===== src/dmws_pkg.sv =====
// Shared types, codes and constants of the motif weight matrix scanner.
// No dependencies; dmws_ctrl, dmws_dp and the top level import it.
`timescale 1ns / 1ps
package dmws_pkg;

    localparam int MAX_MATRICES_DEF = 4;
    localparam int MAX_SPAN_DEF     = 16;
    localparam int WEIGHT_BITS_DEF  = 16;

    localparam int SCORE_W   = 22;
    localparam int SCORE_MAX = 2097151;
    localparam int SCORE_MIN = -2097152;
    localparam int CFG_W     = 22;
    localparam int CFG_IDX_W = 2;

    localparam logic [7:0] CH_HEADER  = 8'h3E;
    localparam logic [7:0] CH_NEWLINE = 8'h0A;

    localparam logic [2:0] CODE_OTHER = 3'd4;

    typedef enum logic [1:0] {
        REQ_FWD  = 2'd0,
        REQ_REV  = 2'd1,
        REQ_BG   = 2'd2,
        REQ_BYTE = 2'd3
    } req_type_t;

    typedef enum logic [1:0] {
        CFG_CUTOFF = 2'd0,
        CFG_MATS   = 2'd1,
        CFG_SPAN   = 2'd2
    } cfg_index_t;

    typedef enum logic [1:0] {
        MODE_WAIT   = 2'd0,
        MODE_HEADER = 2'd1,
        MODE_SEQ    = 2'd2
    } parse_mode_t;

    typedef enum logic [2:0] {
        ST_IDLE,
        ST_SCAN,
        ST_WAIT,
        ST_EMIT_F,
        ST_EMIT_R
    } ctrl_state_t;

    typedef struct packed {
        logic accept;
        logic scan;
        logic out_rev;
        logic out_last;
    } ctrl_cmd_t;

    typedef struct packed {
        logic window_go;
        logic issue_last;
        logic done;
        logic fwd_hit;
        logic rev_hit;
    } dp_status_t;

    function automatic logic [2:0] base_of(input logic [7:0] ch);
        logic [2:0] code;
        case (ch)
            8'h41, 8'h61: code = 3'd0;
            8'h43, 8'h63: code = 3'd1;
            8'h47, 8'h67: code = 3'd2;
            8'h54, 8'h74: code = 3'd3;
            default:      code = CODE_OTHER;
        endcase
        return code;
    endfunction

endpackage


===== src/dmws_ctrl.sv =====
// Scanner sequencer: accept, scan, drain and result delivery states.
// Depends on dmws_pkg.
`timescale 1ns / 1ps
module dmws_ctrl
    import dmws_pkg::*;
(
    input  logic       clk,
    input  logic       rst_n,
    input  logic       req_valid,
    input  logic       res_ready,
    input  dp_status_t sts,
    output logic       req_ready,
    output logic       res_valid,
    output ctrl_cmd_t  cmd
);

    ctrl_state_t state_reg, state_next;

    always_ff @(posedge clk or negedge rst_n)
    begin
        if (!rst_n)
        begin
            state_reg <= ST_IDLE;
        end
        else
        begin
            state_reg <= state_next;
        end
    end

    always_comb
    begin
        state_next = state_reg;
        unique case (state_reg)
            ST_IDLE:
            begin
                if (req_valid && sts.window_go)
                begin
                    state_next = ST_SCAN;
                end
            end
            ST_SCAN:
            begin
                if (sts.issue_last)
                begin
                    state_next = ST_WAIT;
                end
            end
            ST_WAIT:
            begin
                if (sts.done)
                begin
                    if (sts.fwd_hit)
                    begin
                        state_next = ST_EMIT_F;
                    end
                    else if (sts.rev_hit)
                    begin
                        state_next = ST_EMIT_R;
                    end
                    else
                    begin
                        state_next = ST_IDLE;
                    end
                end
            end
            ST_EMIT_F:
            begin
                if (res_ready)
                begin
                    state_next = sts.rev_hit ? ST_EMIT_R : ST_IDLE;
                end
            end
            ST_EMIT_R:
            begin
                if (res_ready)
                begin
                    state_next = ST_IDLE;
                end
            end
            default: state_next = ST_IDLE;
        endcase
    end

    always_comb
    begin
        req_ready    = 1'b0;
        res_valid    = 1'b0;
        cmd          = '0;
        unique case (state_reg)
            ST_IDLE:
            begin
                req_ready  = 1'b1;
                cmd.accept = req_valid;
            end
            ST_SCAN:
            begin
                cmd.scan = 1'b1;
            end
            ST_WAIT:
            begin
            end
            ST_EMIT_F:
            begin
                res_valid    = 1'b1;
                cmd.out_last = !sts.rev_hit;
            end
            ST_EMIT_R:
            begin
                res_valid    = 1'b1;
                cmd.out_rev  = 1'b1;
                cmd.out_last = 1'b1;
            end
            default:
            begin
            end
        endcase
    end

endmodule


===== config.mk =====
export PLATFORM = sky130hd
export DESIGN_NAME = dmws_ctrl
export DESIGN_NICKNAME = d
export VERILOG_FILES = /design/src/dmws_pkg.sv /design/src/dmws_ctrl.sv
export SDC_FILE = /design/constraint.sdc
export NUM_CORES = 1
export LEC_CHECK = 0
export ABC_AREA = 1
export BUFFER_PORTS_ARGS = -buffer_cell sky130_fd_sc_hd__buf_2
export CORE_AREA = 2 2 39 41
export CTS_CLUSTER_DIAMETER = 30
export DETAILED_ROUTE_END_ITERATION = 8
export DIE_AREA = 0 0 41 43
export SLEW_MARGIN = 20
export SYNTH_ARGS = -nofsm -noshare
export SYNTH_HDL_FRONTEND = slang
export SYNTH_SLANG_ARGS = --single-unit

===== constraint.sdc =====
create_clock -name clk -period 1.32 [get_ports clk]
set_input_delay 0.132 -clock clk [delete_from_list [all_inputs] [get_ports clk]]
set_output_delay 0.132 -clock clk [all_outputs]
set_load 0.02 [all_outputs]

=== After elaboration in Yosys (flattened, before gate mapping) ===
Cells that the tools add are included.

* Register bits: 3
* Bits in latches: 0
* Memory bits (writable): 0
* Memory bits (read-only): 0
* Input port bits: 9
* Output and inout bits: 6
* Word-level logic and storage cells: 29
* Memories kept: 0

* Add/subtract/negate cells: 0
* $mul: 0
* Div/mod/pow operators: 0
* $lt $le $gt $ge: 0
* Eq/ne operators: 9
* Shift operators: 0
* Mux-type cells: 14
* Bitwise logic cells: 0
* Reduce and logical (&&, ||, !) cells: 5

{| class="wikitable"
|+ Operator list
! kind !! number
|-
| 3-bit two-way mux || 7
|-
| 3-bit case mux with 5 select lines || 1
|-
| 2-bit != test (second input constant) || 5
|-
| 3-bit by 2-bit equality test with 1-bit output (second input constant) || 2
|-
| 1-bit two-way mux || 5
|-
| 5-bit AND reduction || 1
|-
| 3-bit by 1-bit equality test with 1-bit output (second input constant) || 1
|-
| 3-bit equality test (second input constant) || 1
|-
| 3-bit logical NOT || 1
|-
| 1-bit case mux with 2 select lines || 1
|-
| 2-bit OR reduction || 1
|-
| 1-bit logical AND || 1
|-
| 1-bit logical NOT || 1
|}

=== Depth between registers and ports, before layout ===
Gate-level depths: netlist of the first run.

* Depth after elaboration: 4
* Depth in mapped cells: 8
* Depth with buffers taken out: 8

=== Worst setup path before layout of the first run ===
OpenSTA, ideal clock, no wires.

* Path type: reg-to-output
* From: register state_reg[2]
* To: output cmd[0] (netlist bit)
* Data arrival time: 1066 ps
* Data required time: 1188 ps
* Path slack: 122 ps
* Cell stages (with the launch flop): 4
* Path buffers: 0
* Path through: dfrtp_1 -> inv_1 -> nand3_1 -> o21ai_0

{| class="wikitable"
|+ RTL lines
! item !! line !! source
|-
| start, declared || dmws_ctrl.sv:17 || <nowiki>ctrl_state_t state_reg, state_next;</nowiki>
|-
| start signal, assigned || dmws_ctrl.sv:27 || <nowiki>state_reg <= state_next;</nowiki>
|-
| end, declared || dmws_ctrl.sv:14 || <nowiki>output ctrl_cmd_t cmd</nowiki>
|}

==> results of run 1 <==
[cells by family after synthesis]
group                  after synthesis  synth area share
DFF                                  3            0.2459
and+or+nand+nor                     35            0.5123
AOI/OAI and AO/OA                    2           0.04507
buffers and inverters               14            0.1967
[per-layer routing]
layer / global-route usage / share of wire / up-vias
met2: 0.1469 / 0.50 / 11
met4: 0.1000 / 0.021 / 0
li1: - / - / 196
met3: 0.04712 / 0.041 / 2
met5: 0 / 0 / -
met1: 0.1169 / 0.43 / 156
[worst paths after layout]
check | start | end | depth (start not counted)
min in group asynchronous | rst_n | state_reg[0]$_DFFE_PN0P_ | 2
setup reg to reg | state_reg[1]$_DFFE_PN0P_ | state_reg[2]$_DFFE_PN0P_ | 6
hold reg to reg | state_reg[0]$_DFFE_PN0P_ | state_reg[0]$_DFFE_PN0P_ | 2
hold / removal | sts[0] | state_reg[2]$_DFFE_PN0P_ | 3
setup / recovery | state_reg[1]$_DFFE_PN0P_ | cmd[3] | 4
max in group asynchronous | rst_n | state_reg[1]$_DFFE_PN0P_ | 2
[worst min-delay path: cells and delay by family]
family / cells / cell delay, ns
buffers and inverters: 1 / 0.10
and+or+nand+nor: 1 / 0.07
AOI/OAI and AO/OA: 1 / 0.06
[through the flow]
stage	total power, mW	instances
2_1_floorplan	0.6484	54
4_1_cts	0.9435	88
5_1_grt	1.106	88
3_3_place_gp	0.7581	83
3_5_place_dp	0.7634	83
6_report	0.9916	88
[cell usage in the layout, fill, tap and decap left out]
cell / instances
nand2_1: 16
inv_1: 13
buf_2: 10
nor2_1: 7
buf_4: 4
nand2_2: 3
clkbuf_4: 3
nand3_2: 2
nor2_2: 2
nand3_1: 2
nand4_1: 2
dfrtp_2: 2
o21ai_1: 1
nor2_4: 1
o21ai_2: 1
clkbuf_1: 1
dlygate4sd3_1: 1
dfrtp_1: 1
[timing repair]
action                                  CTS  global route
gates resized for setup                   2             9
pin swaps                                 1             1
buffers inserted                          0             0
endpoints found under the setup margin    2             5
hold buffers                              1             0
hold endpoints to repair                  3             0
[power groups by stage]
stage | registers (mW) | logic, mW | clock network [mW]
global route | 0.214 | 0.711 | 0.181
floorplan | 0.157 | 0.491 | 0
global placement | 0.185 | 0.574 | 0
finish | 0.205 | 0.625 | 0.161
detailed placement | 0.187 | 0.576 | 0
CTS | 0.190 | 0.586 | 0.167
[final cells by class]
type                            instances  area, sq um  area share
Multi-Input combinational cell         37        185.2      0.4134
Timing Repair Buffer                   15        90.09      0.2011
Sequential cell                         3        77.57      0.1732
Inverter                               13        48.80      0.1089
Clock buffer                            4        26.28     0.05866
Tap cell                               16        20.02     0.04469
==> metrics.yaml, run 1 <==
status:
  status: "completed"
cells_and_area:
  nFillCells: 155
  largest_reg_flops: 3
  drive_gt1_frac: 0.3889
  layout-area-overhead-vs-synth_pct: 46.72
  design_area_sq_um: 447.9
  fin_nets: 82
  antenna_cells: 0
  fin_util: 0.3237
sta:
  drv_slew: 0
  setup-tns-final_ns: 0
  grt_setup_unrepaired: "yes"
  fmax_mhz: 792.8
  worstMarginPinSlew_ns: 0.1867
  period_needed_ns: 1.261
  finalHoldViolations: 0
  fin_ws_ns: 0.05863
  skew_ns: 0.001087
  post-route-period-util: 0.9556
  relSlewSlack: 0.8752
  setup_viol: 0
  hold_ws_ns: 0.1720
route:
  wl_per_cell_um: 7.977
  wl_um: 702
  drc: 0
  first_pass_iters: 4
  ant_nets: 0
  initialDrtViolationCount: 2
  vias: 365
  via_per_inst: 4.148
logic_synthesis:
  ys_seq_area_frac: 0.2459
  avgSynthCellArea_sq_um: 5.654
  ys_ff_latch: 3
  syn-num-nets: 63
  synth_edf_count: 0
  synthTopCellsByArea: "dfrtp_1 (25%), nand2_1 (21%), inv_1 (16%)"
  ys_warn_count: 0
  synth_area_sq_um: 305.3
  yosysTopAreaCell: "dfrtp_1"
  async_reset_ff_frac: 1.000
  synth_top_area_frac: 0.2459
  ys_types: 12
  synth_commonest_cells: "nand2_1 (17), inv_1 (13), nor2_1 (8)"
  synthFlopType: "dfrtp_1"
  netlist_instances: 54
  synthMostInstantiatedCell: "nand2_1"
power_and_ir_drop:
  switching_share: 0.5073
  peakVddDrop_uv: 958.0
  clkPwrFrac: 0.162
  p_int_mw: 0.4885
  power.switching_mw: 0.5031
  seqPwrFrac: 0.207
  total_leakage_power_nw: 0.2822
  power_density_nw_per_um2: 2214
  power_frac_comb: 0.631
floorplanning:
  rows: 14
  die-height_um: 43
  initial_core_util: 0.2206
  io_pins: 15
  die_area_sq_um: 1763
  fp.coreArea_sq_um: 1384
  chipWidth_um: 41
worst_setup_path:
  r2r_slack_ns: 0.17
  crit_chain: "nor2_4 > nand2_2 > nor2_2 > buf_4"
  end_kind: "primary output"
  start_kind: "register"
  worst_path_max_delay_cell: "dfrtp_2"
  cpPeakStageDelay_ns: 0.44
  path_class: "reg -> out"
  cp_data_required_time_ns: 1.19
  critPathTopFamily: "flip-flops"
  worstPathMaxFanout: 5
  crit_buf_inv: 1
  arrival_ns: 1.13
clock_tree:
  cts_buffer_depth: 2
  clk_latency_ns: 0.23
  clock-sinks: 3
  clk_pin_slew_ns: 0.04
  cts_buffers: 3
  cts_root_buf: "clkbuf_4"
  cts_tree: "built"
  htree_levels: 1
placed_design:
  hpwl_um: 564.8
  routabilityCongestion: 0.7982
  place_ws_ns: 0.1542
  post_dp_cell_area_sq_um: 384.1
  numPortBuffers: 14
grt:
  grt_pass1_vias: 311
  grt_max_degree: 9
  grt_pass1_wl_mm: 1.173
  grtUsageTotal: 0.1078
  grt_remaining_overflow: 0
  grt_antenna_before_repair: 0
hold_path:
  hold_path_class: "in -> reg"
flow_run:
  drv_cap: 0
Note: power is estimated with default switching activity, not from simulation.
==> inputs of run 2 (changes only) <==
BUFFER_PORTS_ARGS = -buffer_cell sky130_fd_sc_hd__buf_4   (was -buffer_cell sky130_fd_sc_hd__buf_2)
==> metrics.yaml, run 2 (synthesis gave the netlist of run 1 again) <==
status:
  status: "completed"
clock_tree:
  clock-sinks: 3
  cts_tree: "built"
  clk_latency_ns: 0.23
  htree_levels: 1
  cts_root_buf: "clkbuf_4"
  cts_buffers: 3
  clk_pin_slew_ns: 0.04
  cts_buffer_depth: 2
grt:
  grt_remaining_overflow: 0
  grtUsageTotal: 0.1065
  grt_pass1_wl_mm: 1.214
  grt_pass1_vias: 342
  grt_antenna_before_repair: 0
  grt_max_degree: 9
floorplanning:
  fp.coreArea_sq_um: 1384
  initial_core_util: 0.2206
  io_pins: 15
  die-height_um: 43
  die_area_sq_um: 1763
  rows: 14
  chipWidth_um: 41
worst_setup_path:
  rr_worst_depth: 9
  r2r_slack_ns: 0.15
  crit_buf_inv: 1
  worstPathMaxFanout: 8
  critPathCapture: "res_valid"
  start_kind: "register"
  crit_chain: "nor2_1 > nand2_1 > nand2_2 > buf_4"
  end_kind: "primary output"
  path_class: "reg -> out"
  crit_path_start: "state_reg[0]$_DFFE_PN0P_"
  critPathTopFamily: "flip-flops"
  r2r-end: "state_reg[0]$_DFFE_PN0P_"
  cpPeakStageDelay_ns: 0.45
  worst_path_max_delay_cell: "dfrtp_2"
  cp_data_required_time_ns: 1.19
  r2r-start: "state_reg[1]$_DFFE_PN0P_"
  worst-path-stages: 4
  arrival_ns: 1.12
placed_design:
  place_inst: 83
  routabilityCongestion: 0.7517
  hpwl_um: 581.4
  numPortBuffers: 14
  post_dp_cell_area_sq_um: 419.2
cells_and_area:
  stdcell_count: 90
  drive_gt1_frac: 0.4189
  layout-area-overhead-vs-synth_pct: 61.48
  largest_reg_flops: 3
  antenna_cells: 0
  mostFrequentLayoutCells: "nand2_1 (16), buf_4 (15), inv_1 (12), nor2_1 (8)"
  design_area_sq_um: 493.0
  layout_commonest_cell: "nand2_1"
  fin_nets: 84
route:
  vias: 356
  wl_per_cell_um: 8.189
  via_per_inst: 3.956
  drc: 0
  first_pass_iters: 3
  ant_nets: 0
  initialDrtViolationCount: 2
  wl_um: 737
sta:
  skew_ns: 0.0005429
  drv_slew: 0
  fmax_mhz: 795.9
  relSlewSlack: 0.8712
  worstMarginPinSlew_ns: 0.1932
  setup-tns-final_ns: 0
  post-route-period-util: 0.9519
  setup_viol: 0
  period_needed_ns: 1.257
  finalHoldViolations: 0
flow_run:
  drv_cap: 0
power_and_ir_drop:
  peakVddDrop_uv: 956.1
  total_leakage_power_nw: 0.3029
  power_density_nw_per_um2: 2173
hold_path:
  hold_path_class: "in -> reg"
[run 2: repair_timing]
item                                    4_1_cts  5_1_grt
hold buffers                                  1        0
endpoints found under the setup margin        2        3
setup buffers                                 1        1
endpoints found under the hold margin         3        0
gates resized for setup                       2        7
pin swaps                                     1        1
[run 2: final cells by class]
class,count,area (sq um)
Clock buffer,4,26.28
Fill cell,156,890.9
Inverter,13,48.80
Timing Repair Buffer,17,133.9
Tap cell,16,20.02
Sequential cell,3,77.57
Multi-Input combinational cell,37,186.4
[run 2: worst min-delay path by stage]
stage,from,endpoint,slack [ns],cells after the start
2_1_floorplan,rst_n,state_reg[0]$_DFFE_PN0P_,-0.16,0
3_3_place_gp,rst_n,state_reg[2]$_DFFE_PN0P_,-0.08,1
3_5_place_dp,rst_n,state_reg[0]$_DFFE_PN0P_,-0.08,1
4_1_cts,sts[0],state_reg[2]$_DFFE_PN0P_,0.17,3
5_1_grt,sts[0],state_reg[2]$_DFFE_PN0P_,0.19,3
6_report,sts[0],state_reg[2]$_DFFE_PN0P_,0.19,3
[run 2: per-layer routing]
metal | part of all wire | vias up | global-route usage
li1 | - | 197 | -
met1 | 0.39 | 150 | 0.09677
met2 | 0.57 | 9 | 0.1813
met3 | 0.043 | 0 | 0.01571
met4 | 0 | 0 | 0.1000
met5 | 0 | - | 0
[run 2: through the flow]
step | utilization | power (mW) | setup slack (ns) | hold slack [ns]
2_1_floorplan | - | 0.6484 | 0.1219 | -0.1636
3_3_place_gp | 0.3029 | 0.8114 | 0.1499 | -0.07596
3_5_place_dp | 0.3029 | 0.8173 | 0.1484 | -0.07634
4_1_cts | 0.3354 | 1.017 | 0.0002750 | 0.1729
5_1_grt | 0.3562 | 1.177 | -0.04183 | 0.1922
6_report | 0.3562 | 1.071 | 0.06349 | 0.1853
[run 2: worst min-delay path: stages]
cell     delay (ns)
buf_4          0.12
nand2_1        0.07
o21ai_2        0.06
[run 2: report_power, final]
group / total [mW] / leakage, nW / internal (mW) / switching [mW]
Clock: 0.158 / 0.0150 / 0.113 / 0.0448
Combinational: 0.710 / 0.252 / 0.306 / 0.404
Sequential: 0.203 / 0.0363 / 0.136 / 0.0674
Total: 1.07 / 0.303 / 0.555 / 0.517
